`config.mk`:
```
export PLATFORM = sky130hd
export DESIGN_NAME = pcm_frame_to_mono16
export DESIGN_NICKNAME = d
export VERILOG_FILES = /design/src/pm16_pkg.sv /design/src/pcm_frame_to_mono16.sv /design/src/pm16_front.sv /design/src/pm16_fifo.sv /design/src/pm16_back.sv
export VERILOG_INCLUDE_DIRS = /design/src /design/src/src
export SDC_FILE = /design/constraint.sdc
export NUM_CORES = 1
export LEC_CHECK = 0
export BUFFER_PORTS_ARGS = -buffer_cell sky130_fd_sc_hd__buf_4
export CORE_MARGIN = 5
export CORE_UTILIZATION = 58
export DETAILED_ROUTE_END_ITERATION = 8
export PLACE_DENSITY = 0.78
export SETUP_SLACK_MARGIN = 0.02
export SYNTH_ARGS = -nofsm -noshare
export SYNTH_HDL_FRONTEND = slang
export SYNTH_SLANG_ARGS = --single-unit
```
`constraint.sdc`:
```
create_clock -name clk -period 7.04 [get_ports clk]
set_clock_uncertainty 0.1 [all_clocks]
set_input_delay 1.76 -clock clk [delete_from_list [all_inputs] [get_ports clk]]
set_output_delay 1.76 -clock clk [all_outputs]
set_load 0.02 [all_outputs]
```
`src/assert_macros.svh`:
```
`ifndef ASSERT_MACROS_SVH
`define ASSERT_MACROS_SVH

// Implication checked at every rising edge, quiet during reset.
`define PM16_ASSERT_IMPL(lbl, ante, cons, msg) \
	lbl: assert property (@(posedge clk) disable iff (!arst_n) (ante) |-> (cons)) \
		else $error(msg);

// Implication whose consequent is checked in the next cycle.
`define PM16_ASSERT_NEXT(lbl, ante, cons, msg) \
	lbl: assert property (@(posedge clk) disable iff (!arst_n) (ante) |=> (cons)) \
		else $error(msg);

`endif

```
`src/pm16_pkg.sv`:
```
package pm16_pkg;

	localparam int DEF_MAX_CHANNELS    = 8;
	localparam int DEF_MAX_SAMPLE_BITS = 32;

	// register widths
	localparam int BITS_W     = 6;
	localparam int CHANS_W    = 4;
	localparam int PAD_W      = 3;
	localparam int CFG_IDX_W  = 2;
	localparam int CFG_DATA_W = 6;

	localparam int BYTE_W      = 8;
	localparam int OUT_W       = 16;
	localparam int SH_W        = 5;
	localparam int QUEUE_DEPTH = 2;

	localparam logic [BITS_W-1:0]  BITS_RST  = 6'd16;
	localparam logic [CHANS_W-1:0] CHANS_RST = 4'd1;
	localparam logic [PAD_W-1:0]   PAD_RST   = 3'd0;

	typedef enum logic [CFG_IDX_W-1:0] {
		REG_BITS  = 2'd0,
		REG_CHANS = 2'd1,
		REG_PAD   = 2'd2
	} cfg_reg_t;

	typedef struct packed {
		logic [BITS_W-1:0]  bits;
		logic [CHANS_W-1:0] chans;
		logic [PAD_W-1:0]   pad;
	} cfg_t;

	typedef enum logic [1:0] {
		BK_IDLE,
		BK_DIV,
		BK_DONE
	} bk_state_t;

endpackage

```
`src/pcm_frame_to_mono16.sv`:
```
// PCM frame to mono mixer.
// Input channel: one raw byte of a PCM data chunk per transfer; a byte is
// taken at a rising edge with push high and full low. Result channel: the
// oldest mixed sample sits on mono_sample while empty is low and is taken at
// a rising edge with pop high.
// Configuration: cfg_we writes cfg_data into the register picked by
// cfg_index (sample width, channel count, pad bytes) in the same cycle; any
// write to a listed register also restarts frame assembly. Write only while
// the block holds no unfinished frame.
// Throughput: the byte front takes one byte per cycle while full is low. Each
// finished frame then passes a two-entry queue to the mixing back end, whose
// divide length is set by the channel limit (eight by default), whatever the
// channel count: it scales the sum, runs a bit-serial divide and hands the
// result over before it takes the next frame, so short frames are paced by the
// divider. Reset clears the frame state, the frame queue, the back end and the
// output register, and sets the registers to 16 bits, one channel, no padding.
// A stalled receiver first fills the output register, then the back end, then
// the queue, after which full rises and input waits.
`include "assert_macros.svh"

module pcm_frame_to_mono16 #(
	parameter int MAX_CHANNELS    = pm16_pkg::DEF_MAX_CHANNELS,
	parameter int MAX_SAMPLE_BITS = pm16_pkg::DEF_MAX_SAMPLE_BITS
) (
	input  logic                                clk,
	input  logic                                arst_n,
	input  logic                                cfg_we,
	input  logic [pm16_pkg::CFG_IDX_W-1:0]      cfg_index,
	input  logic [pm16_pkg::CFG_DATA_W-1:0]     cfg_data,
	input  logic                                push,
	output logic                                full,
	input  logic [pm16_pkg::BYTE_W-1:0]         data_byte,
	output logic                                empty,
	input  logic                                pop,
	output logic signed [pm16_pkg::OUT_W-1:0]   mono_sample
);

	localparam int SUM_W = MAX_SAMPLE_BITS + $clog2(MAX_CHANNELS);
	localparam int BW    = $clog2(MAX_SAMPLE_BITS + 1);
	localparam int CH_W  = $clog2(MAX_CHANNELS + 1);
	localparam int ENT_W = SUM_W + BW + CH_W;

	// configuration registers
	pm16_pkg::cfg_t cfg_q;
	logic           cfg_clear;

	// front to queue
	logic                    in_accept;
	logic                    q_push;
	logic signed [SUM_W-1:0] f_sum;
	logic [BW-1:0]           f_bits;
	logic [CH_W-1:0]         f_chans;
	logic [ENT_W-1:0]        q_din;

	// queue to back
	logic                    q_full;
	logic                    q_empty;
	logic                    q_pop;
	logic [ENT_W-1:0]        q_dout;

	// back to output register
	logic                              res_valid;
	logic                              res_ready;
	logic signed [pm16_pkg::OUT_W-1:0] res_data;
	logic                              out_valid_q;
	logic signed [pm16_pkg::OUT_W-1:0] out_data_q;

	// decode register writes; an unlisted index is dropped
	always_comb begin
		unique case (cfg_index) inside
			pm16_pkg::REG_BITS,
			pm16_pkg::REG_CHANS,
			pm16_pkg::REG_PAD: cfg_clear = cfg_we;
			default:           cfg_clear = 1'b0;
		endcase
	end

	always_ff @(posedge clk or negedge arst_n) begin
		if (!arst_n) begin
			cfg_q.bits  <= pm16_pkg::BITS_RST;
			cfg_q.chans <= pm16_pkg::CHANS_RST;
			cfg_q.pad   <= pm16_pkg::PAD_RST;
		end else if (cfg_we) begin
			unique case (cfg_index)
				pm16_pkg::REG_BITS:  cfg_q.bits  <= pm16_pkg::BITS_W'(cfg_data);
				pm16_pkg::REG_CHANS: cfg_q.chans <= pm16_pkg::CHANS_W'(cfg_data);
				pm16_pkg::REG_PAD:   cfg_q.pad   <= pm16_pkg::PAD_W'(cfg_data);
				default: ;
			endcase
		end
	end

	// take a byte only while the frame queue has room
	assign full      = q_full;
	assign in_accept = push && !q_full;

	pm16_front #(
		.MAX_CHANNELS    (MAX_CHANNELS),
		.MAX_SAMPLE_BITS (MAX_SAMPLE_BITS)
	) u_front (
		.clk      (clk),
		.arst_n   (arst_n),
		.cfg      (cfg_q),
		.clear    (cfg_clear),
		.in_valid (in_accept),
		.in_byte  (data_byte),
		.q_push   (q_push),
		.q_sum    (f_sum),
		.q_bits   (f_bits),
		.q_chans  (f_chans)
	);

	assign q_din = {f_sum, f_bits, f_chans};

	pm16_fifo #(
		.W     (ENT_W),
		.DEPTH (pm16_pkg::QUEUE_DEPTH)
	) u_fifo (
		.clk    (clk),
		.arst_n (arst_n),
		.push   (q_push),
		.din    (q_din),
		.full   (q_full),
		.pop    (q_pop),
		.dout   (q_dout),
		.empty  (q_empty)
	);

	pm16_back #(
		.MAX_CHANNELS    (MAX_CHANNELS),
		.MAX_SAMPLE_BITS (MAX_SAMPLE_BITS)
	) u_back (
		.clk       (clk),
		.arst_n    (arst_n),
		.q_empty   (q_empty),
		.q_sum     (q_dout[ENT_W-1 -: SUM_W]),
		.q_bits    (q_dout[CH_W +: BW]),
		.q_chans   (q_dout[CH_W-1:0]),
		.q_pop     (q_pop),
		.res_valid (res_valid),
		.res_data  (res_data),
		.res_ready (res_ready)
	);

	// output register: refill in the same cycle the old result is popped
	assign res_ready   = !out_valid_q || pop;
	assign empty       = !out_valid_q;
	assign mono_sample = out_data_q;

	always_ff @(posedge clk or negedge arst_n) begin
		if (!arst_n) begin
			out_valid_q <= 1'b0;
		end else if (res_valid && res_ready) begin
			out_valid_q <= 1'b1;
		end else if (pop) begin
			out_valid_q <= 1'b0;
		end
	end

	always_ff @(posedge clk) begin
		if (res_valid && res_ready) begin
			out_data_q <= res_data;
		end
	end

	// a finished frame only enters the queue on a byte that was taken
	`PM16_ASSERT_IMPL(a_push_on_accept, q_push, in_accept, "frame queued without byte transfer")
	// a handed-over result is on offer in the next cycle
	`PM16_ASSERT_NEXT(a_result_lands, res_valid && res_ready, !empty, "result lost in handover")
	// a pop with nothing arriving drains the output register
	`PM16_ASSERT_NEXT(a_pop_drains, pop && !empty && !res_valid, empty, "popped result repeated")

endmodule

```
`src/pm16_front.sv`:
```
module pm16_front #(
	parameter int MAX_CHANNELS    = pm16_pkg::DEF_MAX_CHANNELS,
	parameter int MAX_SAMPLE_BITS = pm16_pkg::DEF_MAX_SAMPLE_BITS
) (
	input  logic                                 clk,
	input  logic                                 arst_n,
	input  pm16_pkg::cfg_t                       cfg,
	input  logic                                 clear,
	input  logic                                 in_valid,
	input  logic [pm16_pkg::BYTE_W-1:0]          in_byte,
	output logic                                 q_push,
	output logic signed [MAX_SAMPLE_BITS+$clog2(MAX_CHANNELS)-1:0] q_sum,
	output logic [$clog2(MAX_SAMPLE_BITS+1)-1:0] q_bits,
	output logic [$clog2(MAX_CHANNELS+1)-1:0]    q_chans
);

	localparam int SUM_W     = MAX_SAMPLE_BITS + $clog2(MAX_CHANNELS);
	localparam int BW        = $clog2(MAX_SAMPLE_BITS + 1);
	localparam int CH_W      = $clog2(MAX_CHANNELS + 1);
	localparam int ASM_BYTES = (MAX_SAMPLE_BITS + 7) / 8;
	localparam int ASM_W     = ASM_BYTES * 8;
	localparam int NB_W      = $clog2(ASM_BYTES + 1);
	localparam int POS_W     = $clog2((1 << pm16_pkg::PAD_W) + ASM_BYTES);

	logic [POS_W-1:0]        pos_q;
	logic [CH_W-1:0]         chan_q;
	logic [ASM_W-1:0]        asm_q;
	logic signed [SUM_W-1:0] sum_q;

	logic [BW-1:0]           eff_bits;
	logic [CH_W-1:0]         eff_chans;
	logic [NB_W-1:0]         nbytes;
	logic [POS_W-1:0]        k;
	logic [ASM_W-1:0]        asm_next;
	logic                    slot_end;
	logic                    chan_last;
	logic [2:0]              shamt;
	logic [ASM_W-1:0]        raw;
	logic [ASM_W-1:0]        flip;
	logic [ASM_W-1:0]        mask;
	logic [ASM_W-1:0]        v;
	logic                    sgn;
	logic [ASM_W-1:0]        smp;
	logic signed [SUM_W-1:0] sum_next;

	always_comb begin
		// clamp the register values to the supported range
		if (cfg.bits == '0) begin
			eff_bits = BW'(1);
		end else if (int'(cfg.bits) > MAX_SAMPLE_BITS) begin
			eff_bits = BW'(MAX_SAMPLE_BITS);
		end else begin
			eff_bits = BW'(cfg.bits);
		end
		if (cfg.chans == '0) begin
			eff_chans = CH_W'(1);
		end else if (int'(cfg.chans) > MAX_CHANNELS) begin
			eff_chans = CH_W'(MAX_CHANNELS);
		end else begin
			eff_chans = CH_W'(cfg.chans);
		end
		nbytes = NB_W'((32'(eff_bits) + 32'd7) >> 3);

		// gather sample bytes, least significant first
		k        = pos_q - POS_W'(cfg.pad);
		asm_next = asm_q;
		if (int'(pos_q) >= int'(cfg.pad) && int'(k) < ASM_BYTES) begin
			asm_next = asm_q | (ASM_W'(in_byte) << {k, 3'b000});
		end
		slot_end  = (int'(pos_q) + 1 >= int'(cfg.pad) + int'(nbytes));
		chan_last = (int'(chan_q) + 1 >= int'(eff_chans));

		// right-justify, offset narrow samples, sign-extend
		shamt = 3'((32'(nbytes) << 3) - 32'(eff_bits));
		raw   = asm_next >> shamt;
		flip  = (eff_bits <= BW'(8)) ? (ASM_W'(1) << (eff_bits - BW'(1))) : '0;
		mask  = ~({ASM_W{1'b1}} << eff_bits);
		v     = raw ^ flip;
		sgn   = |(v & (ASM_W'(1) << (eff_bits - BW'(1))));
		smp   = sgn ? (v | ~mask) : (v & mask);
		sum_next = sum_q + SUM_W'($signed(smp));
	end

	assign q_push  = in_valid && slot_end && chan_last;
	assign q_sum   = sum_next;
	assign q_bits  = eff_bits;
	assign q_chans = eff_chans;

	always_ff @(posedge clk or negedge arst_n) begin
		if (!arst_n) begin
			pos_q  <= '0;
			chan_q <= '0;
			asm_q  <= '0;
			sum_q  <= '0;
		end else if (clear) begin
			pos_q  <= '0;
			chan_q <= '0;
			asm_q  <= '0;
			sum_q  <= '0;
		end else if (in_valid) begin
			if (!slot_end) begin
				pos_q <= pos_q + POS_W'(1);
				asm_q <= asm_next;
			end else begin
				pos_q <= '0;
				asm_q <= '0;
				if (chan_last) begin
					chan_q <= '0;
					sum_q  <= '0;
				end else begin
					chan_q <= chan_q + CH_W'(1);
					sum_q  <= sum_next;
				end
			end
		end
	end

endmodule

```
`src/pm16_fifo.sv`:
```
module pm16_fifo #(
	parameter int W     = 8,
	parameter int DEPTH = pm16_pkg::QUEUE_DEPTH
) (
	input  logic         clk,
	input  logic         arst_n,
	input  logic         push,
	input  logic [W-1:0] din,
	output logic         full,
	input  logic         pop,
	output logic [W-1:0] dout,
	output logic         empty
);

	localparam int PTR_W = (DEPTH > 1) ? $clog2(DEPTH) : 1;
	localparam int CNT_W = $clog2(DEPTH + 1);

	logic [W-1:0]     mem_q [DEPTH];
	logic [PTR_W-1:0] wr_q;
	logic [PTR_W-1:0] rd_q;
	logic [CNT_W-1:0] cnt_q;
	logic             do_push;
	logic             do_pop;

	assign full    = (cnt_q == CNT_W'(DEPTH));
	assign empty   = (cnt_q == '0);
	assign do_push = push && !full;
	assign do_pop  = pop && !empty;
	assign dout    = mem_q[rd_q];

	always_ff @(posedge clk or negedge arst_n) begin
		if (!arst_n) begin
			wr_q  <= '0;
			rd_q  <= '0;
			cnt_q <= '0;
		end else begin
			if (do_push) begin
				wr_q <= (wr_q == PTR_W'(DEPTH - 1)) ? '0 : wr_q + PTR_W'(1);
			end
			if (do_pop) begin
				rd_q <= (rd_q == PTR_W'(DEPTH - 1)) ? '0 : rd_q + PTR_W'(1);
			end
			if (do_push && !do_pop) begin
				cnt_q <= cnt_q + CNT_W'(1);
			end else if (do_pop && !do_push) begin
				cnt_q <= cnt_q - CNT_W'(1);
			end
		end
	end

	always_ff @(posedge clk) begin
		if (do_push) begin
			mem_q[wr_q] <= din;
		end
	end

endmodule

```
`src/pm16_back.sv`:
```
module pm16_back #(
	parameter int MAX_CHANNELS    = pm16_pkg::DEF_MAX_CHANNELS,
	parameter int MAX_SAMPLE_BITS = pm16_pkg::DEF_MAX_SAMPLE_BITS
) (
	input  logic                                 clk,
	input  logic                                 arst_n,
	input  logic                                 q_empty,
	input  logic signed [MAX_SAMPLE_BITS+$clog2(MAX_CHANNELS)-1:0] q_sum,
	input  logic [$clog2(MAX_SAMPLE_BITS+1)-1:0] q_bits,
	input  logic [$clog2(MAX_CHANNELS+1)-1:0]    q_chans,
	output logic                                 q_pop,
	output logic                                 res_valid,
	output logic signed [pm16_pkg::OUT_W-1:0]    res_data,
	input  logic                                 res_ready
);

	localparam int SUM_W  = MAX_SAMPLE_BITS + $clog2(MAX_CHANNELS);
	localparam int CH_W   = $clog2(MAX_CHANNELS + 1);
	localparam int SCL_W  = pm16_pkg::OUT_W + $clog2(MAX_CHANNELS) + 1;
	localparam int WIDE_W = (SUM_W > SCL_W) ? SUM_W : SCL_W;
	localparam int CNT_W  = $clog2(SCL_W + 1);

	pm16_pkg::bk_state_t state_q, state_d;

	logic [CNT_W-1:0]  cnt_q;
	logic [SCL_W-1:0]  quo_q;
	logic [CH_W-1:0]   rem_q;
	logic [CH_W-1:0]   div_q;
	logic              neg_q;

	logic [pm16_pkg::SH_W-1:0] sh;
	logic signed [WIDE_W-1:0]  sum_w;
	logic signed [WIDE_W-1:0]  scaled_w;
	logic signed [SCL_W-1:0]   scaled;
	logic                      neg;
	logic [SCL_W-1:0]          mag;
	logic [CH_W:0]             trial;
	logic                      ge;
	logic [CH_W-1:0]           rem_nx;

	// scale the frame sum to 16-bit range and split off its sign
	always_comb begin
		if (int'(q_bits) < pm16_pkg::OUT_W) begin
			sh = pm16_pkg::SH_W'(pm16_pkg::OUT_W - int'(q_bits));
		end else begin
			sh = pm16_pkg::SH_W'(int'(q_bits) - pm16_pkg::OUT_W);
		end
		sum_w = WIDE_W'(q_sum);
		if (int'(q_bits) < pm16_pkg::OUT_W) begin
			scaled_w = sum_w <<< sh;
		end else begin
			scaled_w = sum_w >>> sh;
		end
		scaled = SCL_W'(scaled_w);
		neg    = scaled[SCL_W-1];
		mag    = neg ? SCL_W'(-scaled) : SCL_W'(scaled);
	end

	// one restoring-division step per cycle while in the divide state
	always_comb begin
		trial  = {rem_q, quo_q[SCL_W-1]};
		ge     = (trial >= {1'b0, div_q});
		rem_nx = ge ? CH_W'(trial - {1'b0, div_q}) : CH_W'(trial);
	end

	always_comb begin
		state_d   = state_q;
		q_pop     = 1'b0;
		res_valid = 1'b0;
		unique case (state_q)
			pm16_pkg::BK_IDLE: begin
				if (!q_empty) begin
					q_pop   = 1'b1;
					state_d = pm16_pkg::BK_DIV;
				end
			end
			pm16_pkg::BK_DIV: begin
				if (cnt_q == CNT_W'(SCL_W - 1)) begin
					state_d = pm16_pkg::BK_DONE;
				end
			end
			pm16_pkg::BK_DONE: begin
				res_valid = 1'b1;
				if (res_ready) begin
					state_d = pm16_pkg::BK_IDLE;
				end
			end
			default: begin
				state_d = pm16_pkg::BK_IDLE;
			end
		endcase
	end

	assign res_data = neg_q ? pm16_pkg::OUT_W'(-quo_q) : pm16_pkg::OUT_W'(quo_q);

	always_ff @(posedge clk or negedge arst_n) begin
		if (!arst_n) begin
			state_q <= pm16_pkg::BK_IDLE;
			cnt_q   <= '0;
		end else begin
			state_q <= state_d;
			if (q_pop) begin
				cnt_q <= '0;
			end else if (state_q == pm16_pkg::BK_DIV) begin
				cnt_q <= cnt_q + CNT_W'(1);
			end
		end
	end

	always_ff @(posedge clk) begin
		if (q_pop) begin
			quo_q <= mag;
			rem_q <= '0;
			div_q <= q_chans;
			neg_q <= neg;
		end else if (state_q == pm16_pkg::BK_DIV) begin
			quo_q <= {quo_q[SCL_W-2:0], ge};
			rem_q <= rem_nx;
		end
	end

endmodule
```
==> Implementation_results.wiki <==
{| class="wikitable"
! Metric !! Value
|-
| Worst vdd rail ir drop || 0.216 mV
|-
| Share of the clock period used by the worst path || 1.00
|-
| FMAX || 142 MHz
|-
| Number of antenna-violating nets in the routed design || 0
|-
| Starting Density || 0.588
|-
| Min setup slack post-route || -0.00800 ns
|-
| Largest stage delay on the critical path || 0.50 ns
|-
| Max Transition Viols Final || 0
|-
| Layout cell share with drive strength beyond 1 || 0.256
|-
| Area delta synth->final || 18.7%
|-
| Placement row count || 64
|-
| Unique masters post-synth || 90
|-
| Standard cell core area || 30,700 um2
|-
| Data arrival time of the critical path || 7.37 ns
|-
| Number of placed cells counting well taps || 2,324
|-
| Number of antenna violations at the first check in global routing || 0
|-
| Yosys reg bits || 235
|-
| Pwr dens || 463 nW/um2
|-
| Footprint of the multi-input gates || 11,200 um2
|-
| Number of nets in the finished design || 2,073
|-
| Worst max-slew margin expressed relative to the limit || 0.273
|-
| Main flop type after synthesis || sky130_fd_sc_hd__edfxtp_1
|-
| Clock tree from TritonCTS || yes
|-
| Number of buffers added by the clock tree synthesis step || 25
|-
| Total power after layout || 9920 uW
|-
| Run status || complete, but fails checks
|-
| Main combinational cell family by area after synthesis || compound AO/OA/AOI/OAI gates
|-
| Avg Cell Area, Syn || 10.0 um2
|-
| Overall die area || 34,700 um2
|-
| Register cell area after layout || 6520 um2
|-
| Critical Path Start Type || flip-flop
|-
| Post-placement worst setup slack || -0.763 ns
|-
| RSZ-0062 raised after global routing || yes
|-
| Number of detailed-routing iterations run before antenna repair || 5
|-
| Antenna diodes || 0
|-
| Fraction of synthesized cell area in xor and xnor cells || 0.0529
|-
| Longest Clk Path Bufs || 3
|-
| Min-Delay Path Class || reg2reg
|-
| Max Fanout on Critical Path || 7
|-
| Num ports || 39
|-
| Cell type of the slowest stage on the worst timing path || sky130_fd_sc_hd__mux4_2
|-
| Cell leakage power || 0.00892 uW
|-
| CTS H-Tree Depth || 1
|-
| Synthesized-area fraction occupied by adder cells || 0.0523
|-
| Time the final worst path needs with I/O delays and setup || 7.05 ns
|-
| Highest-count cells in the layout ignoring fill and taps || sky130_fd_sc_hd__buf_4 (257), sky130_fd_sc_hd__a21oi_1 (152), sky130_fd_sc_hd__nor2_1 (149)
|-
| Clock sink count || 235
|-
| Wire length of the first global-routing pass || 83.7 mm
|-
| Basic-gate share of the synthesized area counting and, or, nand and nor cells || 0.130
|-
| Overall routing resource usage || 0.301
|-
| Post-synth ARST share || 0.426
|-
| Violations in the final reports || setup timing
|-
| Largest area contributor in the synthesized netlist || sky130_fd_sc_hd__edfxtp_1
|-
| Maximum Capacitance Violations || 0
|-
| Global route overflow || 0
|-
| Area share of the largest cell type after synthesis || 0.218
|-
| Drt drc || 0
|-
| Part of the Yosys area used for sequential elements || 0.362
|-
| Final estimated routing congestion in global placement || 0.948
|-
| Die boundary height || 186 um
|-
| Worst EP required || 7.37 ns
|-
| Final-layout fill cell count || 2,249
|-
| Crit path capture type || flip-flop
|-
| Number of instances in the synthesized netlist || 1,802
|-
| Multiplexer share of the synthesized area || 0.173
|-
| Per-cell routed wire length || 22.1 um
|-
| Post-detail-place hpwl || 39.1 mm
|-
| Buffer cell driving the clock tree root || sky130_fd_sc_hd__clkbuf_16
|-
| Count of flip-flops with a built-in enable after synthesis || 131
|-
| Initial detailed-routing violation count || 1,809
|-
| Hold_buf cts || 0
|-
| Largest net degree at the start of global routing || 67
|-
| Final Non-Filler Cells || 2,394
|-
| Register clock-pin slew on the reported worst setup and hold paths || 0.07 ns
|-
| Main area contributors after synthesis || sky130_fd_sc_hd__edfxtp_1 (22%), sky130_fd_sc_hd__dfrtp_1 (14%), sky130_fd_sc_hd__mux4_2 (9.0%)
|-
| Total Wirelength || 52.9 mm
|-
| Number of vias in the routed layout || 15.9k
|-
| Vias in the first global route || 15.4k
|-
| Avg Vias per Cell || 6.63
|-
| Leading cell type in the layout, fill and taps excluded || sky130_fd_sc_hd__buf_4
|-
| Number of synthesis warnings || 0
|-
| Overall die width || 186 um
|-
| Worst Max-Slew Pin Slew || 1.09 ns
|-
| Synth Area in Compound Gates || 0.190
|-
| Insertion delay of the later-clocked pin in the worst-skew pair || 0.54 ns
|-
| Type of the worst setup path || reg2reg
|-
| Syn Nets || 1,896
|-
| Synthesized area || 18,000 um2
|-
| Number of hold-slack violations in the final timing report || 0
|-
| # port buffers || 38
|-
| Setup-failing EPs final || 1
|}
## worst paths after layout
path                             startpoint                end  slack, ns  cells after the start
hold reg to reg             u_back.rem_q[3]    u_back.rem_q[3]       0.38                      2
setup / recovery           u_front.pos_q[0]  u_front.sum_q[34]     -0.008                     36
min in group asynchronous            arst_n  u_front.asm_q[13]       1.07                      1
hold / removal              u_back.rem_q[3]    u_back.rem_q[3]       0.38                      2
setup reg to reg           u_front.pos_q[0]  u_front.sum_q[34]     -0.008                     36
max in group asynchronous            arst_n        u_fifo.rd_q       4.43                      2
## cells in the mapped netlist (all sizes together) (10+ instances only)
cell type    n
o31ai       11
mux2i      112
nor3        29
clkbuf      76
and4        11
nand3       32
inv         53
mux4        72
edfxtp     131
a22o        39
nand2b      31
a41oi       23
a31oi       25
mux2        34
o21ai       84
a22oi       11
o22ai       10
nand4       10
nand2      123
nor2       154
buf         42
a21oi      166
dfrtp       98
and2        18
xnor2       68
a211oi      32
xor2        40
a21o        22
nor2b       36
ha          69
## cell families after synthesis
logic type / after synthesis
buf+inv: 171
fa+ha+maj: 73
compound gates: 514
xor+xnor: 108
flops: 235
mux: 218
simple gates: 483
## state kept, by name (all words and copies together) (netlist names), 4 cells and up
signal,flops
u_front.chan_q,4
u_front.pos_q,4
u_back.div_q,4
cfg_q,13
u_fifo.mem_q,90
mono_sample,16
u_back.quo_q,20
u_back.cnt_q,5
u_front.sum_q,35
u_back.rem_q,4
u_front.asm_q,32
## critical path, delay by kind of cell, from the launching register on
kind / cells / cell delay, ns
simple gates: 8 / 1.09
fa+ha+maj: 3 / 0.94
flops: 1 / 0.39
mux: 2 / 0.68
buf+inv: 8 / 0.92
compound gates: 15 / 2.81
## per-layer routing
metal | GRT usage | part of all wire | wire length (um)
met1 | 0.399 | 0.41 | 21500
met2 | 0.526 | 0.50 | 26600
met3 | 0.0329 | 0.056 | 2970
met4 | 0.0906 | 0.034 | 1810
met5 | 0 | 0 | 0
## report_power, final
| part | internal [uW] | switching, uW | total (uW) |
|---|---|---|---|
| clock network | 748 | 562 | 1310 |
| registers | 1930 | 226 | 2160 |
| logic | 2720 | 3730 | 6450 |
## repair_timing
item,4_1_cts,5_1_grt
endpoints found under the setup margin,30,44
gates cloned,0,3
resized for setup,29,58
buffers inserted,8,14
hold endpoints to repair,0,0
pin swaps,11,33
## metrics by stage
step	setup TNS, ns	hold WS [ns]	instance area [um2]	util
after detailed placement	-14.61	0.372	20000	0.651
after CTS	0	0.380	21000	0.684
after global routing	-2.44	0.412	21400	0.698
after floorplan	0	0.345	18000	-
final	-0.00800	0.378	21400	0.698
after global placement	-7.83	0.360	20000	0.651
## area by class of cell
type	count	area share
Multi-Input combinational cell	1396	0.526
Sequential cell	235	0.305
Timing Repair Buffer	268	0.0993
Clock buffer	32	0.0309
Tap cell	396	0.0232
Inverter	53	0.00930
Clock inverter	14	0.00702
Note: power is estimated with default switching activity, not from simulation.
